<file path="src/design/ehx_pkg.sv">
// Shared constants and result type for the Ethernet header extractor.
package ehx_pkg;

    localparam int          MAX_FRAME_BYTES_DEF = 2048;
    localparam int          OFFSET_W            = 11;
    localparam int          TDATA_W             = 408;
    localparam int          TUSER_W             = 4;

    localparam logic [10:0] OFFSET_MAX = 11'd2047;

    localparam logic [15:0] KIND_ARP   = 16'h0806;
    localparam logic [15:0] KIND_IPV4  = 16'h0800;
    localparam logic [15:0] KIND_IPV6  = 16'h86dd;

    localparam logic [3:0]  IHL_MIN         = 4'd5;
    localparam logic [11:0] ETH_HDR_BYTES   = 12'd14;
    localparam logic [11:0] ARP_MIN_BYTES   = 12'd42;
    localparam logic [11:0] IPV6_MIN_BYTES  = 12'd58;
    localparam logic [10:0] IPV4_PROTO_POS  = 11'd23;
    localparam logic [10:0] IPV6_PROTO_POS  = 11'd20;
    localparam logic [10:0] IPV6_PORT_BASE  = 11'd54;

    localparam logic [2:0]  CLS_ARP   = 3'd0;
    localparam logic [2:0]  CLS_IPV4  = 3'd1;
    localparam logic [2:0]  CLS_IPV6  = 3'd2;
    localparam logic [2:0]  CLS_OTHER = 3'd3;
    localparam logic [2:0]  CLS_TRUNC = 3'd4;

    typedef struct packed {
        logic [2:0]  frame_class;
        logic [47:0] dest_mac;
        logic [47:0] source_mac;
        logic [63:0] source_ip_high;
        logic [63:0] source_ip_low;
        logic [63:0] dest_ip_high;
        logic [63:0] dest_ip_low;
        logic [7:0]  ip_protocol;
        logic [15:0] source_port;
        logic [15:0] dest_port;
        logic        ports_valid;
        logic [10:0] frame_length;
    } t_result;

endpackage

</file>
<file path="src/design/ethernet_ip_header_extractor_core.sv">
// Top level of the Ethernet/ARP/IPv4/IPv6 header extractor with output buffering.
// Takes one frame byte per cycle on the slave stream while tready is high
// (tlast on the final byte) and emits one header summary per frame on the
// master stream, registered once the last byte is accepted. Capture and
// classification are a single pass of logic into the per-frame state and the
// result register. Results go through a two-entry output buffer (result
// register plus skid register), so tready on the input is a register and only
// drops when both entries hold results that the sink has not taken.
module ethernet_ip_header_extractor_core
    import ehx_pkg::*;
#(
    parameter int MAX_FRAME_BYTES = MAX_FRAME_BYTES_DEF
) (
    input  logic               i_clk,
    input  logic               i_rst_n,
    input  logic               s_axis_tvalid,
    output logic               s_axis_tready,
    input  logic [7:0]         s_axis_tdata,  // data_byte[7:0]
    input  logic               s_axis_tlast,
    output logic               m_axis_tvalid,
    input  logic               m_axis_tready,
    // dest_mac[47:0], source_mac[95:48], source_ip_high[159:96],
    // source_ip_low[223:160], dest_ip_high[287:224], dest_ip_low[351:288],
    // ip_protocol[359:352], source_port[375:360], dest_port[391:376],
    // frame_length[402:392], zero pad[407:403]
    output logic [TDATA_W-1:0] m_axis_tdata,
    output logic [TUSER_W-1:0] m_axis_tuser   // frame_class[2:0], ports_valid[3]
);

    logic    accept;
    logic    res_valid;
    t_result res;

    t_result r_out;
    t_result r_skid;
    logic    r_out_valid;
    logic    r_skid_valid;
    logic    out_free;

    assign s_axis_tready = !r_skid_valid;
    assign accept        = s_axis_tvalid && s_axis_tready;

    ehx_parse #(
        .MAX_FRAME_BYTES (MAX_FRAME_BYTES)
    ) u_parse (
        .i_clk       (i_clk),
        .i_rst_n     (i_rst_n),
        .i_accept    (accept),
        .i_byte      (s_axis_tdata),
        .i_last      (s_axis_tlast),
        .o_res_valid (res_valid),
        .o_res       (res)
    );

    assign out_free = !r_out_valid || m_axis_tready;

    always_ff @(posedge i_clk) begin
        if (!i_rst_n) begin
            r_out_valid  <= 1'b0;
            r_skid_valid <= 1'b0;
        end else begin
            if (out_free) begin
                if (r_skid_valid) begin
                    r_out        <= r_skid;
                    r_out_valid  <= 1'b1;
                    r_skid_valid <= res_valid;
                    if (res_valid) begin
                        r_skid <= res;
                    end
                end else begin
                    r_out_valid <= res_valid;
                    if (res_valid) begin
                        r_out <= res;
                    end
                end
            end else if (res_valid) begin
                r_skid       <= res;
                r_skid_valid <= 1'b1;
            end
        end
    end

    assign m_axis_tvalid = r_out_valid;
    assign m_axis_tdata  = {5'd0, r_out.frame_length, r_out.dest_port, r_out.source_port,
                            r_out.ip_protocol, r_out.dest_ip_low, r_out.dest_ip_high,
                            r_out.source_ip_low, r_out.source_ip_high,
                            r_out.source_mac, r_out.dest_mac};
    assign m_axis_tuser  = {r_out.ports_valid, r_out.frame_class};

    a_skid_implies_out: assert property (@(posedge i_clk) disable iff (!i_rst_n)
        r_skid_valid |-> r_out_valid)
        else $error("skid entry held without a result in the output register");

    a_stall_to_skid: assert property (@(posedge i_clk) disable iff (!i_rst_n)
        (r_out_valid && !m_axis_tready && accept && s_axis_tlast) |=> r_skid_valid)
        else $error("result on a stalled output was not parked in the skid entry");

    a_ports_class: assert property (@(posedge i_clk) disable iff (!i_rst_n)
        (m_axis_tvalid && m_axis_tuser[3]) |->
            (m_axis_tuser[2:0] == CLS_IPV4 || m_axis_tuser[2:0] == CLS_IPV6))
        else $error("ports flagged valid on a frame that is not IPv4 or IPv6");

endmodule

</file>
<file path="src/design/ehx_parse.sv">
// Per-frame header capture state and end-of-frame summary logic.
module ehx_parse
    import ehx_pkg::*;
#(
    parameter int MAX_FRAME_BYTES = MAX_FRAME_BYTES_DEF
) (
    input  logic       i_clk,
    input  logic       i_rst_n,
    input  logic       i_accept,
    input  logic [7:0] i_byte,
    input  logic       i_last,
    output logic       o_res_valid,
    output t_result    o_res
);

    localparam int          LEN_LIM = (MAX_FRAME_BYTES < 2048) ? MAX_FRAME_BYTES : 2048;
    localparam logic [10:0] LEN_MAX = 11'(LEN_LIM - 1);

    logic [10:0] r_offset, n_offset;
    logic [15:0] r_kind,   n_kind;
    logic [3:0]  r_ihl,    n_ihl;
    logic [47:0] r_mac  [2];
    logic [47:0] n_mac  [2];
    logic [63:0] r_addr [4];
    logic [63:0] n_addr [4];
    logic [7:0]  r_proto,  n_proto;
    logic [15:0] r_port [2];
    logic [15:0] n_port [2];

    logic [10:0] pos;
    logic [10:0] port_base;
    logic [3:0]  ihl_cap;
    logic [3:0]  ihl_end;
    logic [11:0] bytes;
    logic [11:0] ipv4_need;
    logic        ip_fields;
    logic        ports;
    logic        high;
    logic [2:0]  cls;

    assign pos     = r_offset;
    assign ihl_cap = (r_ihl < IHL_MIN) ? IHL_MIN : r_ihl;
    assign ihl_end = (n_ihl < IHL_MIN) ? IHL_MIN : n_ihl;

    always_comb begin
        n_offset  = r_offset;
        n_kind    = r_kind;
        n_ihl     = r_ihl;
        n_mac     = r_mac;
        n_addr    = r_addr;
        n_proto   = r_proto;
        n_port    = r_port;
        port_base = IPV6_PORT_BASE;
        if (i_accept) begin
            if (pos < 11'd6) begin
                n_mac[0] = {r_mac[0][39:0], i_byte};
            end else if (pos < 11'd12) begin
                n_mac[1] = {r_mac[1][39:0], i_byte};
            end else if (pos < 11'd14) begin
                n_kind = {r_kind[7:0], i_byte};
            end else begin
                if (pos == 11'd14) begin
                    n_ihl = i_byte[3:0];
                end
                case (r_kind)
                    KIND_ARP: begin
                        if (pos >= 11'd28 && pos < 11'd32) begin
                            n_addr[1] = {r_addr[1][55:0], i_byte};
                        end else if (pos >= 11'd38 && pos < 11'd42) begin
                            n_addr[3] = {r_addr[3][55:0], i_byte};
                        end
                    end
                    KIND_IPV4: begin
                        port_base = 11'd14 + {5'd0, ihl_cap, 2'b00};
                        if (pos == IPV4_PROTO_POS) begin
                            n_proto = i_byte;
                        end else if (pos >= 11'd26 && pos < 11'd30) begin
                            n_addr[1] = {r_addr[1][55:0], i_byte};
                        end else if (pos >= 11'd30 && pos < 11'd34) begin
                            n_addr[3] = {r_addr[3][55:0], i_byte};
                        end
                        if (pos > 11'd14) begin
                            if (pos >= port_base && pos < port_base + 11'd2) begin
                                n_port[0] = {r_port[0][7:0], i_byte};
                            end else if (pos >= port_base + 11'd2
                                         && pos < port_base + 11'd4) begin
                                n_port[1] = {r_port[1][7:0], i_byte};
                            end
                        end
                    end
                    KIND_IPV6: begin
                        if (pos == IPV6_PROTO_POS) begin
                            n_proto = i_byte;
                        end else if (pos >= 11'd22 && pos < 11'd30) begin
                            n_addr[0] = {r_addr[0][55:0], i_byte};
                        end else if (pos >= 11'd30 && pos < 11'd38) begin
                            n_addr[1] = {r_addr[1][55:0], i_byte};
                        end else if (pos >= 11'd38 && pos < 11'd46) begin
                            n_addr[2] = {r_addr[2][55:0], i_byte};
                        end else if (pos >= 11'd46 && pos < 11'd54) begin
                            n_addr[3] = {r_addr[3][55:0], i_byte};
                        end
                        if (pos >= port_base && pos < port_base + 11'd2) begin
                            n_port[0] = {r_port[0][7:0], i_byte};
                        end else if (pos >= port_base + 11'd2
                                     && pos < port_base + 11'd4) begin
                            n_port[1] = {r_port[1][7:0], i_byte};
                        end
                    end
                    default: ;
                endcase
            end
            if (r_offset != OFFSET_MAX) begin
                n_offset = r_offset + 11'd1;
            end
        end
    end

    // summary uses the state as it stands after this byte
    assign bytes     = {1'b0, pos} + 12'd1;
    assign ipv4_need = 12'd18 + {6'd0, ihl_end, 2'b00};

    always_comb begin
        ip_fields = 1'b0;
        ports     = 1'b0;
        high      = 1'b0;
        if (bytes < ETH_HDR_BYTES) begin
            cls = CLS_TRUNC;
        end else begin
            case (n_kind)
                KIND_ARP: begin
                    cls       = (bytes < ARP_MIN_BYTES) ? CLS_TRUNC : CLS_ARP;
                    ip_fields = 1'b1;
                end
                KIND_IPV4: begin
                    cls       = (bytes < ipv4_need) ? CLS_TRUNC : CLS_IPV4;
                    ip_fields = 1'b1;
                    ports     = 1'b1;
                end
                KIND_IPV6: begin
                    cls       = (bytes < IPV6_MIN_BYTES) ? CLS_TRUNC : CLS_IPV6;
                    ip_fields = 1'b1;
                    ports     = 1'b1;
                    high      = 1'b1;
                end
                default: cls = CLS_OTHER;
            endcase
        end
        if (cls == CLS_TRUNC) begin
            ip_fields = 1'b0;
            ports     = 1'b0;
            high      = 1'b0;
        end
    end

    always_comb begin
        o_res.frame_class    = cls;
        o_res.dest_mac       = n_mac[0];
        o_res.source_mac     = n_mac[1];
        o_res.source_ip_high = (ip_fields && high) ? n_addr[0] : 64'd0;
        o_res.source_ip_low  = ip_fields ? n_addr[1] : 64'd0;
        o_res.dest_ip_high   = (ip_fields && high) ? n_addr[2] : 64'd0;
        o_res.dest_ip_low    = ip_fields ? n_addr[3] : 64'd0;
        o_res.ip_protocol    = ports ? n_proto : 8'd0;
        o_res.source_port    = ports ? n_port[0] : 16'd0;
        o_res.dest_port      = ports ? n_port[1] : 16'd0;
        o_res.ports_valid    = ports;
        o_res.frame_length   = (bytes > {1'b0, LEN_MAX}) ? LEN_MAX : bytes[10:0];
    end

    assign o_res_valid = i_accept && i_last;

    always_ff @(posedge i_clk) begin
        if (!i_rst_n || (i_accept && i_last)) begin
            r_offset <= '0;
            r_kind   <= '0;
            r_ihl    <= '0;
            r_mac    <= '{default: '0};
            r_addr   <= '{default: '0};
            r_proto  <= '0;
            r_port   <= '{default: '0};
        end else begin
            r_offset <= n_offset;
            r_kind   <= n_kind;
            r_ihl    <= n_ihl;
            r_mac    <= n_mac;
            r_addr   <= n_addr;
            r_proto  <= n_proto;
            r_port   <= n_port;
        end
    end

endmodule
</file>
<file path="config.mk">
export PLATFORM = sky130hd
export DESIGN_NAME = ethernet_ip_header_extractor_core
export DESIGN_NICKNAME = d
export VERILOG_FILES = /design/src/design/ehx_pkg.sv /design/src/design/ethernet_ip_header_extractor_core.sv /design/src/design/ehx_parse.sv
export SDC_FILE = /design/constraint.sdc
export NUM_CORES = 2
export LEC_CHECK = 0
export ABC_AREA = 1
export BUFFER_PORTS_ARGS = -buffer_cell sky130_fd_sc_hd__buf_4
export CORE_ASPECT_RATIO = 0.8
export CORE_MARGIN = 3
export CORE_UTILIZATION = 41
export DETAILED_ROUTE_END_ITERATION = 8
export HOLD_SLACK_MARGIN = 0.05
export PLACE_DENSITY = 0.65
export RECOVER_POWER = 25
export SYNTH_ARGS = -nofsm -noshare
export SYNTH_HDL_FRONTEND = slang
export SYNTH_SLANG_ARGS = --single-unit
</file>
<file path="constraint.sdc">
create_clock -name i_clk -period 60.1 [get_ports i_clk]
set_input_delay 12.02 -clock i_clk [delete_from_list [all_inputs] [get_ports i_clk]]
set_output_delay 12.02 -clock i_clk [all_outputs]
set_load 0.005 [all_outputs]
</file>
==> impl_metrics.py <==
metrics = {
    "outcome": {
        "outcome": "complete, but fails checks",
        "failed_checks": "max-capacitance violations, max-slew violations",
    },
    "logic_synthesis": {
        "syn_area_um2": 52600,
        "avgSynthCellArea_um2": 9.56,
        "async_reset_ff_frac": 0,
        "synth.area.mux_share": 0.0107,
        "synth_top_family_by_area": "simple AND/OR/NAND/NOR gates",
        "synth_fa_ha_area_frac": 0.00500,
        "synthXorXnorAreaFrac": 0.000667,
        "synth_ff_type": "edfxtp_1",
        "synth_edf_count": 814,
        "synth_compound_area_frac": 0.0594,
        "yosys.area_share.simple": 0.221,
        "yosys_warnings": 0,
        "synthCells": 5495,
        "synth-seq-cells": 1239,
        "yosysSeqAreaShare": 0.627,
        "synthDistinctLibCells": 44,
    },
    "power": {
        "power.leakage_nw": 23.3,
        "power.density_nw_per_um2": 30.1,
        "ir_worst_vdd_v": 0.0000269,
    },
    "placement": {
        "placed_cell_area_um2": 56600,
        "gp_congestion": 0.833,
        "dp_hpwl_mm": 86.1,
        "place_ws_ps": 42560,
        "portBuffers": 421,
    },
    "floorplanning": {
        "start_util": 0.417,
        "die_x_um": 406,
        "io_pins": 427,
        "rows": 116,
        "die-area_um2": 133000,
        "placeableCoreArea_um2": 126000,
        "die_y_um": 326,
    },
    "finish": {
        "layout_common_cells": "nand2_1 (1371), edfxtp_1 (814), nor2_1 (722)",
        "final_common_cell": "nand2_1",
        "drive_gt1_frac": 0.128,
        "antennaDiodeCount": 0,
        "design_area_um2": 60400,
        "finalNetCount": 5808,
        "synthToLayoutAreaGrowth_pct": 14.9,
    },
    "setup_path": {
        "endpoint_kind": "register",
        "crit_chain": "clkbuf_4 -> inv_1 -> nor2_2 -> clkbuf_1 -> nand2_1 -> nor3_1 -> clkbuf_1 -> buf_4 -> buf_4 -> buf_4",
        "cpLargestDelayFamily": "buffers and inverters",
        "critical_path_class": "in -> reg",
        "critPathBufInv": 7,
        "r2r-start": "r_skid_valid",
        "max_stage_delay_ps": 2300,
        "critPathArrivalTime_ps": 18470,
        "rr_worst_depth": 8,
        "crit_slowest_cell": "clkbuf_1",
        "r2r-end": "r_skid[274]",
        "worstPathRequired_ps": 60480,
        "worstSetupStartpointType": "input port",
        "worst-path-max-fanout": 70,
        "rrSetupSlack_ps": 52760,
        "crit_top_cell": "buf_4",
    },
    "clocking": {
        "clock_tree.root_cell": "clkbuf_16",
        "cts_resized": 0,
        "cts_made_buffers": 131,
        "insertion_delay_ps": 770,
        "htreeDepth": 4,
        "cts_max_path_buffers": 3,
        "cts_tree": "yes",
        "hold_buffers": 0,
        "cts.sink_count": 1239,
        "clk_pin_slew_worst_paths_ps": 60,
        "post-cts-setup-buffers": 0,
    },
    "sta": {
        "hold_viol_final": 0,
        "rsz0062_at_grt": "false",
        "setup_ws_ps": 42010,
        "fin_crit_ps": 18090,
        "finalMaxSlewViolations": 501,
        "relSlewSlack": -2.12,
        "tightest_slew_ps": 4670,
        "post-route-period-util": 0.301,
        "setup_viol": 0,
        "fin_skew_ps": 40.5,
        "finalSetupTns_ps": 0,
        "fmax_mhz": 55.3,
    },
    "global_route": {
        "grt_pass1_vias": 35900,
        "grt_max_degree": 162,
        "grtUsageTotal": 0.209,
        "grt_pass1_wl_mm": 216,
        "antenna_found_initial": 1,
        "grt-ovfl-total": 0,
    },
    "route": {
        "antenna_left": 0,
        "totalWireLength_mm": 142,
        "via_count": 38100,
        "viasPerCell": 5.05,
        "drc": 0,
        "drt_iter0_drc": 3463,
        "wl_per_cell_um": 18.8,
        "first_pass_iters": 5,
    },
    "min_path": {
        "hp-class": "reg -> reg",
        "worstHoldStart": "m_axis_tvalid",
        "hold_path_depth": 2,
        "hold_end": "r_skid_valid",
    },
    "run": {
        "max_cap_violations": 8,
    },
}
-- logic make-up (layout without fill, tap and decap cells) --
kind of cell    after synthesis  count (layout)
simple gates               2637            2637
buf+inv                     926            1311
mux                          56              56
xor+xnor                      4               4
flops                      1239            1239
other cells                   2               6
fa+ha+maj                    21              21
compound gates              610             610
-- layout make-up --
cell class,instances,area [µm²]
flip-flops and latches,1239,33000
multi-input cells,3334,15700
well taps,1652,2070
inverters,593,2240
clock buffers,190,3610
clock inverters,53,663
repair buffers,475,3130
fillers,11800,65700
-- worst reg2reg max path, stage by stage, from the launching register on --
cell and delay (ps):
dfxtp_4 530, nor2_2 180, clkbuf_1 610, nand2_1 240
nor3_1 230, clkbuf_1 2300, buf_4 1020, buf_4 1010
buf_4 800
-- worst max path at each step --
stage / end / cells past startpoint / from / slack [ps]
floorplan: r_skid[0] / 4 / s_axis_tvalid / 18290
global placement: r_skid[89] / 27 / s_axis_tvalid / 42630
finish: r_skid[274] / 10 / s_axis_tvalid / 42010
global route: r_skid[271] / 10 / s_axis_tvalid / 41470
detailed placement: r_skid[99] / 27 / s_axis_tvalid / 42560
CTS: r_skid[99] / 27 / s_axis_tvalid / 43390
-- where the power goes --
part | leakage [nW] | internal (W) | switching, W
Combinational | 10.8 | 0.0000221 | 0.0000564
Clock | 2.08 | 0.000459 | 0.000349
Sequential | 10.5 | 0.000920 | 0.00000788
Total | 23.3 | 0.00140 | 0.000413
-- per-stage QoR --
| step | utilization | instances | total power, W | hold slack (ps) |
|---|---|---|---|---|
| after floorplan | - | 5499 | 0.000998 | 453 |
| after CTS | 0.483 | 7536 | 0.00184 | 455 |
| after global routing | 0.479 | 7536 | 0.00188 | 490 |
| after global placement | 0.449 | 7293 | 0.00103 | 444 |
| after detailed placement | 0.449 | 7293 | 0.00103 | 445 |
| final | 0.479 | 7536 | 0.00182 | 453 |
-- cells in the mapped netlist (14+ instances only) --
cell | n | area [µm²]
or2_2 | 53 | 332
o21ai_0 | 409 | 2050
nor2_4 | 114 | 1280
nand4_1 | 186 | 1160
nand2_1 | 1375 | 5160
buf_2 | 39 | 195
buf_6 | 29 | 327
dfxtp_1 | 425 | 8510
edfxtp_1 | 814 | 24400
nor2_1 | 726 | 2730
buf_4 | 14 | 105
ha_1 | 21 | 263
nand3_1 | 145 | 726
clkbuf_1 | 222 | 833
nor3_1 | 14 | 70.1
buf_1 | 18 | 67.6
a21oi_1 | 159 | 796
inv_1 | 585 | 2200
mux2i_1 | 56 | 561
-- sequential cells by signal (all words and copies together) (netlist names) --
signal / count
m_axis_tuser: 4
u_parse.r_addr: 256
u_parse.r_ihl: 4
r_skid: 407
u_parse.pos: 11
u_parse.r_port: 32
r_skid_valid: 1
u_parse.r_proto: 8
m_axis_tvalid: 1
u_parse.r_kind: 16
m_axis_tdata: 403
u_parse.r_mac: 96
-- metal layers --
layer  global-route usage  vias up  wire length (µm)
met5                    0        -                 0
met3               0.0371      185              9600
met4               0.0602        0              3390
met1                0.299    18100             64000
met2                0.324     1275             65100
li1                     -    18500                 -
No activity file was read; power rests on OpenSTA's default activity.
